`src/sv/x86alu_pkg.sv`:
```
`default_nettype none

package x86alu_pkg;

    localparam int unsigned InDataW  = 72;
    localparam int unsigned OutDataW = 40;

    typedef enum logic [3:0] {
        CMD_ADD  = 4'd0,
        CMD_ADC  = 4'd1,
        CMD_SUB  = 4'd2,
        CMD_SBB  = 4'd3,
        CMD_CMP  = 4'd4,
        CMD_AND  = 4'd5,
        CMD_TEST = 4'd6,
        CMD_OR   = 4'd7,
        CMD_XOR  = 4'd8,
        CMD_NOT  = 4'd9,
        CMD_ROL  = 4'd10,
        CMD_ROR  = 4'd11,
        CMD_SAR  = 4'd12,
        CMD_SHL  = 4'd13,
        CMD_SHR  = 4'd14,
        CMD_IMUL = 4'd15
    } cmd_t;

    typedef enum logic [1:0] {
        WC_BYTE  = 2'd0,
        WC_WORD  = 2'd1,
        WC_DWORD = 2'd2,
        WC_BAD   = 2'd3
    } width_t;

    // cf in the lowest bit
    typedef struct packed {
        logic of;
        logic sf;
        logic zf;
        logic pf;
        logic cf;
    } flags_t;

    // packed to match the output tdata layout, result in the lowest bits
    typedef struct packed {
        logic        error;
        flags_t      flags;
        logic        writes_result;
        logic [31:0] result;
    } exec_res_t;

endpackage

`default_nettype wire

```
`src/sv/x86_integer_alu_with_flags_core.sv`:
```
// x86 integer ALU, 8/16/32-bit, with a stored CF/PF/ZF/SF/OF register.
// Slave channel (s_*) carries one operation per transaction; master channel
// (m_*) returns exactly one result per operation, in order.
// A transaction accepted on s_* is captured in the input register and executed
// from it; its result is loaded into the result register and offered on m_*.
// Throughput: one operation per cycle while the receiver does not stall. The
// execute path is the input register, one pass through the adder / shifter /
// 32x32 multiplier, and the result register; the flag register is written in
// the same edge that loads the result register, so adc and sbb see the carry
// of the item straight before them.
// When the receiver stalls, the result register holds its transaction and
// one further operation waits in the input register; s_tready then drops.
// Reset clears both valid bits and all five flags.
`default_nettype none

module x86_integer_alu_with_flags_core
    import x86alu_pkg::*;
(
    input  wire logic                clk,
    input  wire logic                rst_n,
    input  wire logic                s_tvalid,
    output      logic                s_tready,
    // [3:0] command, [5:4] width_code, [37:6] operand_a, [69:38] operand_b
    input  wire logic [InDataW-1:0]  s_tdata,
    output      logic                m_tvalid,
    input  wire logic                m_tready,
    // [31:0] result, [32] writes_result, [33] carry_out, [34] parity_out,
    // [35] zero_out, [36] sign_out, [37] overflow_out, [38] error
    output      logic [OutDataW-1:0] m_tdata
);

    logic        in_valid_reg;
    logic        in_valid_next;
    cmd_t        cmd_reg;
    width_t      width_reg;
    logic [31:0] a_reg;
    logic [31:0] b_reg;
    logic        out_valid_reg;
    logic        out_valid_next;
    exec_res_t   out_reg;
    flags_t      flags_reg;
    flags_t      flags_next;
    exec_res_t   exec_res;
    logic        advance;
    logic        in_take;

    assign advance  = in_valid_reg && (!out_valid_reg || m_tready);
    assign s_tready = !in_valid_reg || advance;
    assign in_take  = s_tvalid && s_tready;

    x86alu_exec u_exec (
        .command    (cmd_reg),
        .width_code (width_reg),
        .operand_a  (a_reg),
        .operand_b  (b_reg),
        .flags_in   (flags_reg),
        .res_out    (exec_res)
    );

    always_comb
    begin
        in_valid_next = in_valid_reg;
        if (in_take)
            in_valid_next = 1'b1;
        else if (advance)
            in_valid_next = 1'b0;

        out_valid_next = out_valid_reg;
        if (advance)
            out_valid_next = 1'b1;
        else if (m_tready)
            out_valid_next = 1'b0;

        flags_next = advance ? exec_res.flags : flags_reg;
    end

    always_ff @(posedge clk or negedge rst_n)
    begin
        if (!rst_n)
        begin
            in_valid_reg  <= 1'b0;
            out_valid_reg <= 1'b0;
            flags_reg     <= '0;
        end
        else
        begin
            in_valid_reg  <= in_valid_next;
            out_valid_reg <= out_valid_next;
            flags_reg     <= flags_next;
        end
    end

    always_ff @(posedge clk)
    begin
        if (in_take)
        begin
            cmd_reg   <= cmd_t'(s_tdata[3:0]);
            width_reg <= width_t'(s_tdata[5:4]);
            a_reg     <= s_tdata[37:6];
            b_reg     <= s_tdata[69:38];
        end
        if (advance)
            out_reg <= exec_res;
    end

    assign m_tvalid = out_valid_reg;
    assign m_tdata  = {1'b0, out_reg};

    // flags shown with a result are the ones stored by that result
    a_flags_match: assert property (@(posedge clk) disable iff (!rst_n)
        advance |=> out_reg.flags == flags_reg)
        else $error("result flags differ from stored flags");

    a_err_keeps_flags: assert property (@(posedge clk) disable iff (!rst_n)
        advance && exec_res.error |=> flags_reg == $past(flags_reg))
        else $error("erroneous operation changed the flags");

    a_err_no_write: assert property (@(posedge clk) disable iff (!rst_n)
        advance && exec_res.error |-> !exec_res.writes_result && exec_res.result == 32'd0)
        else $error("erroneous operation produced a result");

    a_flags_idle: assert property (@(posedge clk) disable iff (!rst_n)
        !advance |=> $stable(flags_reg))
        else $error("flags changed without a transaction executing");

    a_ready_empty: assert property (@(posedge clk) disable iff (!rst_n)
        !out_valid_reg |-> s_tready)
        else $error("input stalled with an empty result register");

endmodule

`default_nettype wire

```
`src/sv/x86alu_exec.sv`:
```
`default_nettype none

module x86alu_exec
    import x86alu_pkg::*;
(
    input  cmd_t        command,
    input  width_t      width_code,
    input  logic [31:0] operand_a,
    input  logic [31:0] operand_b,
    input  flags_t      flags_in,
    output exec_res_t   res_out
);

    logic [31:0]        mask;
    logic [31:0]        sign_m;
    logic [5:0]         bits;
    logic [31:0]        a_m;
    logic [31:0]        b_m;
    logic signed [31:0] a_sx;
    logic signed [31:0] b_sx;
    logic [32:0]        sum33;
    logic [32:0]        diff33;
    logic               cin_add;
    logic               cin_sub;
    logic               carry_add;
    logic               borrow_sub;
    logic signed [63:0] prod;
    logic               mul_ov;
    logic [4:0]         n;
    logic [4:0]         rot;
    logic [63:0]        dbl;
    logic [31:0]        rol_v;
    logic [31:0]        ror_v;
    logic [31:0]        res;
    flags_t             fl;

    always_comb
    begin
        unique case (width_code)
            WC_BYTE:
            begin
                mask   = 32'h0000_00FF;
                sign_m = 32'h0000_0080;
                bits   = 6'd8;
                a_sx   = {{24{operand_a[7]}}, operand_a[7:0]};
                b_sx   = {{24{operand_b[7]}}, operand_b[7:0]};
                rot    = {2'b00, operand_b[2:0]};
                dbl    = {48'd0, operand_a[7:0], operand_a[7:0]};
            end
            WC_WORD:
            begin
                mask   = 32'h0000_FFFF;
                sign_m = 32'h0000_8000;
                bits   = 6'd16;
                a_sx   = {{16{operand_a[15]}}, operand_a[15:0]};
                b_sx   = {{16{operand_b[15]}}, operand_b[15:0]};
                rot    = {1'b0, operand_b[3:0]};
                dbl    = {32'd0, operand_a[15:0], operand_a[15:0]};
            end
            default:
            begin
                mask   = 32'hFFFF_FFFF;
                sign_m = 32'h8000_0000;
                bits   = 6'd32;
                a_sx   = operand_a;
                b_sx   = operand_b;
                rot    = operand_b[4:0];
                dbl    = {operand_a, operand_a};
            end
        endcase
    end

    assign a_m     = operand_a & mask;
    assign b_m     = operand_b & mask;
    assign n       = operand_b[4:0];
    assign cin_add = (command == CMD_ADC) & flags_in.cf;
    assign cin_sub = (command == CMD_SBB) & flags_in.cf;
    assign sum33   = {1'b0, a_m} + {1'b0, b_m} + {32'd0, cin_add};
    assign diff33  = {1'b0, a_m} - {1'b0, b_m} - {32'd0, cin_sub};
    assign prod    = a_sx * b_sx;

    // rotate inside a doubled copy of the operand
    assign rol_v = 32'((dbl << rot) >> bits) & mask;
    assign ror_v = 32'(dbl >> rot) & mask;

    always_comb
    begin
        unique case (width_code)
            WC_BYTE:
            begin
                carry_add  = sum33[8];
                borrow_sub = diff33[8];
                mul_ov     = 1'b0;
            end
            WC_WORD:
            begin
                carry_add  = sum33[16];
                borrow_sub = diff33[16];
                mul_ov     = prod[63:15] != {49{prod[15]}};
            end
            default:
            begin
                carry_add  = sum33[32];
                borrow_sub = diff33[32];
                mul_ov     = prod[63:31] != {33{prod[31]}};
            end
        endcase
    end

    always_comb
    begin
        fl  = flags_in;
        res = 32'd0;
        res_out.error         = 1'b0;
        res_out.writes_result = 1'b1;
        if (width_code == WC_BAD || (command == CMD_IMUL && width_code == WC_BYTE))
        begin
            res_out.error         = 1'b1;
            res_out.writes_result = 1'b0;
        end
        else
        begin
            case (command) inside
                CMD_ADD, CMD_ADC:
                begin
                    res   = sum33[31:0] & mask;
                    fl.cf = carry_add;
                    fl.of = |((a_m ^ res) & (b_m ^ res) & sign_m);
                    fl.zf = res == 32'd0;
                    fl.sf = |(res & sign_m);
                    fl.pf = ~^res[7:0];
                end
                CMD_SUB, CMD_SBB, CMD_CMP:
                begin
                    res   = diff33[31:0] & mask;
                    fl.cf = borrow_sub;
                    fl.of = |((a_m ^ b_m) & (a_m ^ res) & sign_m);
                    fl.zf = res == 32'd0;
                    fl.sf = |(res & sign_m);
                    fl.pf = ~^res[7:0];
                end
                CMD_AND, CMD_TEST, CMD_OR, CMD_XOR:
                begin
                    if (command == CMD_OR)
                        res = a_m | b_m;
                    else if (command == CMD_XOR)
                        res = a_m ^ b_m;
                    else
                        res = a_m & b_m;
                    fl.cf = 1'b0;
                    fl.of = 1'b0;
                    fl.zf = res == 32'd0;
                    fl.sf = |(res & sign_m);
                    fl.pf = ~^res[7:0];
                end
                CMD_NOT:
                begin
                    res = ~a_m & mask;
                end
                CMD_ROL, CMD_ROR:
                begin
                    res = a_m;
                    if (n != 5'd0)
                    begin
                        if (command == CMD_ROL)
                        begin
                            res   = rol_v;
                            fl.cf = res[0];
                        end
                        else
                        begin
                            res   = ror_v;
                            fl.cf = |(res & sign_m);
                        end
                    end
                end
                CMD_SAR, CMD_SHL, CMD_SHR:
                begin
                    res = a_m;
                    if (n != 5'd0)
                    begin
                        if (command == CMD_SHL)
                            res = (a_m << n) & mask;
                        else if (command == CMD_SHR)
                            res = a_m >> n;
                        else
                            res = 32'(a_sx >>> n) & mask;
                        fl.zf = res == 32'd0;
                        fl.pf = ~^res[7:0];
                    end
                end
                default:
                begin
                    res   = prod[31:0] & mask;
                    fl.cf = mul_ov;
                    fl.of = mul_ov;
                    fl.zf = res == 32'd0;
                    fl.sf = |(res & sign_m);
                    fl.pf = ~^res[7:0];
                end
            endcase
            if (command == CMD_CMP || command == CMD_TEST)
            begin
                res                   = 32'd0;
                res_out.writes_result = 1'b0;
            end
        end
        res_out.result = res;
        res_out.flags  = fl;
    end

endmodule

`default_nettype wire
```
`config.mk`:
```
export PLATFORM = sky130hd
export DESIGN_NAME = x86_integer_alu_with_flags_core
export DESIGN_NICKNAME = d
export VERILOG_FILES = /design/src/sv/x86alu_pkg.sv /design/src/sv/x86_integer_alu_with_flags_core.sv /design/src/sv/x86alu_exec.sv
export SDC_FILE = /design/constraint.sdc
export NUM_CORES = 2
export LEC_CHECK = 0
export ABC_CLOCK_PERIOD_IN_PS = 33300
export BUFFER_PORTS_ARGS = -buffer_cell sky130_fd_sc_hd__buf_2
export CORE_ASPECT_RATIO = 0.6
export CORE_MARGIN = 2
export CORE_UTILIZATION = 36
export DETAILED_ROUTE_END_ITERATION = 10
export GPL_ROUTABILITY_DRIVEN = 1
export PLACE_DENSITY = 0.5
export SLEW_MARGIN = 20
export SYNTH_ARGS = -nofsm -noshare
export SYNTH_HDL_FRONTEND = slang
export SYNTH_SLANG_ARGS = --single-unit
export TNS_END_PERCENT = 30
```
`constraint.sdc`:
```
create_clock -name clk -period 33.3 [get_ports clk]
set_clock_uncertainty 0.15 [all_clocks]
set_input_delay 4.995 -clock clk [delete_from_list [all_inputs] [get_ports clk]]
set_output_delay 4.995 -clock clk [all_outputs]
set_load 0.02 [all_outputs]
```
==> results <==
- The flow ran to the end, and the final reports show no timing, DRC or antenna violations.
- The startpoint of the worst-slack reg-to-reg timing path is width_reg[1]$_DFFE_PP_.
- The number of ports placed on the die boundary is 118.
- The via count of the first global-routing pass was 54600.
- The number of placement rows is 114.
- The number of search-and-repair iterations in the first detailed-routing pass is 6.
- The ratio of final minimum period to clock period is 40.8%.
- In this run, post-CTS repair resized a total of 0 instances.
- Hold repair after CTS inserted 0 buffers.
- The clock drives 116 sinks.
- The post-synthesis share of cell area spent on full adders, half adders and majority gates is 44.1%.
- The buffers inserted during post-CTS setup optimization is 0.
- The HPWL after detailed placement is 274000 microns.
- During synthesis, Yosys emitted a total of 0 warnings.
- The minimum clock period after layout is 13.58 ns.
- The max-slew violation total from the final report is 0.
- The count of buffering cells on the critical path with inverters included is 6.
- The post-synthesis compound-gate area fraction is 14.2%.
- The worst register-to-register path has a depth of 32.
- The area added between synthesis and finish is 6.92%.
- By area the synthesized netlist is led by fa_1 (37%), ha_1 (7.0%), nor2_1 (6.0%), nand2_1 (5.9%), inv_1 (5.8%).
- The synthesized design spends more area on one cell type than any other, namely fa_1.
- For this run, design rule violations remaining after detail routing come to 0.
- The fraction of met3 tracks used by global routing is 26.4%.
- The number of stages on the worst hold path is 1.
- Setup repair after global routing left no endpoint under its margin.
- For the pin with the worst max-slew slack, the measured transition is 1.37 ns.
- The multiplexer fraction of the synthesized cell area is 7.50%.
- Across every metal layer, demand over resource in global routing totals 40.8%.
- The cell seen most often among critical-path stages is fa_1.
- The clock tree synthesis step divided the H-tree into 4 levels.
- Yosys instantiated no cell more often than fa_1.
- The top cell type by area accounts for 37.0% of the synthesized area.
- The async set or reset register ratio after synthesis is 6.03%.
- The number of vias after detailed routing is 57100.
- Buffers inserted during clock tree synthesis total 25.
- The remaining number of nets flagged by the antenna check after routing is 0.
- The count of maximum capacitance violations is 0.
- Setup violations remaining at the end of the flow were counted as 0.
- At the end of the flow, the number of nets in the layout was 8406.
- The classification of the worst setup path is reg2reg.
- The maximum clock insertion buffer count is 3.
- The worst hold path terminates at m_tvalid$_DFFE_PN0P_.
- The number of antenna violations at the first check in global routing is 18.
- The worst setup path is captured at a flop.
- The largest net degree at the start of global routing is 90.
- The worst slew margin relative to its limit is 7.84%.
- The clock reaches the later pin of the worst-skew pair after 0.55 ns.
- The die area is 167000 sq um.
- The setup TNS after final layout is 0 ns.
- The average instance in the mapped netlist occupies 8.35 sq um.
- After detailed routing, the average wire length per cell comes to 37.7 microns.
- The post-synth net total is 8527.
- Global routing used 45.8% of the available met2 tracks.
- The register with the most flip-flops in the layout has 39 of them.
- The class of the tightest hold or removal check is reg2reg.
- TritonCTS built the clock tree.
- The number of vias per cell is 6.30.
- The synthesized-area fraction occupied by and/or/nand/nor cells is 17.1%.
- After synthesis, the largest family of logic cells by area is adder cells.
- The reg-to-reg setup timing slack is 19.72 ns.
- The maximum fanout count along the critical path is 69.
- The cell family contributing the most delay on the critical path is adder cells.
- At the worst endpoint, the required time is 33.42 ns.
- For this block, the routed nets add up to 342000 microns of wire.
- The post-synthesis register bit count is 116.
- The slowest library cell on the worst path is fa_1.
- The congestion estimate from routability-driven global placement came to 1.04.
- The number of distinct library cells after synthesis is 106.
- For this configuration, the core starts out at a cell density of 36.4%.
- The first global-routing pass estimated 466000 microns of wire.
- The post-CTS clock slew at the launch and capture registers of the worst setup and hold paths is 0.06 ns.
- The root buffer cell chosen for the clock tree is clkbuf_16.
- The mapped netlist covers 58700 sq um.
- The core outline area is 162000 sq um.
- The launch point of the worst hold path is in_valid_reg$_DFFE_PN0P_.
- The delay of the slowest critical-path stage is 0.92 ns.
- The post-synthesis share of cell area spent on xor and xnor gates is 2.04%.
- The synthesized netlist cell count is 7034.
- The fraction of final layout cells sized beyond drive strength 1 is 9.80%.
- Input and output buffers added on the ports amount to 114.
- For this run the aggregate overflow at the end of global routing stands at 0.
- The global-route layer with the greatest usage is met1.
- The vertical extent of the die is 317 microns.
- The kind of launch point of the worst setup path is a flop.
- The capturing point of the worst reg2reg path is m_tdata[33]$_DFFE_PP_.
- After the first detailed-routing iteration, the DRC count stood at 8658.
- The share of the Yosys chip area taken by registers is 5.87%.
- The final count of hold timing violations is 0.
- The number of flops mapped to enable cells by yosys is 109.
- The die is 526 microns wide.
- The most common flop cell mapped by yosys is edfxtp_1.
- The met1 demand-to-capacity share in global routing is 61.8%.
- The arrival time of the worst setup path is 13.70 ns.
- For this run, the top clock speed supported by timing is 73.6 MHz.
- In the synthesized netlist, the cells that appear most often are fa_1 (1086), nor2_1 (945), nand2_1 (928), inv_1 (904), clkbuf_1 (352).
==> area by class of cell <==
cell class              count  area (sq um)
clock buffers              29           641
inverters                 919          3460
flip-flops and latches    116          3450
clock inverters             4          21.3
well taps                2146          2690
diodes                      6          15.0
repair buffers            347          2380
fillers                 16800         98800
multi-input cells        5504         50200
==> layer usage <==
metal	routed length [microns]	part of all wire, %
met4	7170	2.1
met3	68000	20
met2	112000	33
met1	155000	45
met5	315	0.092
==> per-stage QoR <==
step / hold slack (ns) / utilization [%] / instance area (sq um) / std cells / worst slack (ns)
6_report: 0.351 / 38.9 / 62800 / 9071 / 19.72
5_1_grt: 0.396 / 38.9 / 62800 / 9065 / 19.54
4_1_cts: 0.352 / 38.8 / 62700 / 9064 / 20.23
3_5_place_dp: 0.333 / 38.4 / 62100 / 9031 / 20.28
3_3_place_gp: 0.327 / 38.4 / 62100 / 9031 / 20.32
2_1_floorplan: 0.307 / - / 58700 / 7034 / 21.99
==> worst register-to-register path: cells and delay by family, from the launching register on <==
| family | cells | cell delay, ns |
|---|---|---|
| adders and majority gates | 9 | 5.04 |
| and+or+nand+nor | 7 | 2.67 |
| AOI/OAI and AO/OA | 9 | 2.61 |
| buffers and inverters | 6 | 2.14 |
| DFF | 1 | 0.38 |
| xor gates and xnor gates | 1 | 0.34 |
==> worst max-delay path by stage <==
stage                      startpoint                    end  cells after the start  slack, ns
3_5_place_dp   width_reg[1]$_DFFE_PP_  m_tdata[33]$_DFFE_PP_                     32      20.28
3_3_place_gp   width_reg[1]$_DFFE_PP_  m_tdata[33]$_DFFE_PP_                     32      20.32
6_report       width_reg[1]$_DFFE_PP_  m_tdata[33]$_DFFE_PP_                     32      19.72
2_1_floorplan  width_reg[0]$_DFFE_PP_  m_tdata[33]$_DFFE_PP_                     40      21.99
4_1_cts        width_reg[1]$_DFFE_PP_  m_tdata[33]$_DFFE_PP_                     32      20.23
5_1_grt        width_reg[1]$_DFFE_PP_  m_tdata[33]$_DFFE_PP_                     30      19.54
==> cell families after synthesis <==
logic type | Yosys count
DFF | 116
other | 1
muxes | 293
buffers and inverters | 1414
and+or+nand+nor | 2367
AOI/OAI and AO/OA | 1289
xor gates and xnor gates | 137
adders and majority gates | 1417
==> cell usage in the layout, fill, tap and decap left out, types with 28 or more instances in the layout <==
master       n
fa_1      1086
nand2_1    926
nor2_1     923
inv_1      901
ha_1       331
a21oi_1    324
o21ai_0    270
buf_4      228
nand3_1    115
buf_2      114
mux4_2     110
edfxtp_1   109
mux2i_1    105
a211oi_1   100
xnor2_1     85
nor3_1      84
o211ai_1    73
mux2_2      70
a31oi_1     59
a21o_1      54
and2_1      49
xor2_1      48
o21a_1      39
nand2b_1    39
o22ai_1     38
nand4_1     38
o31ai_1     29
o21ai_1     28
Power is not shown: default switching activity piles up to over one toggle a cycle in this logic, so the estimate is an artifact.
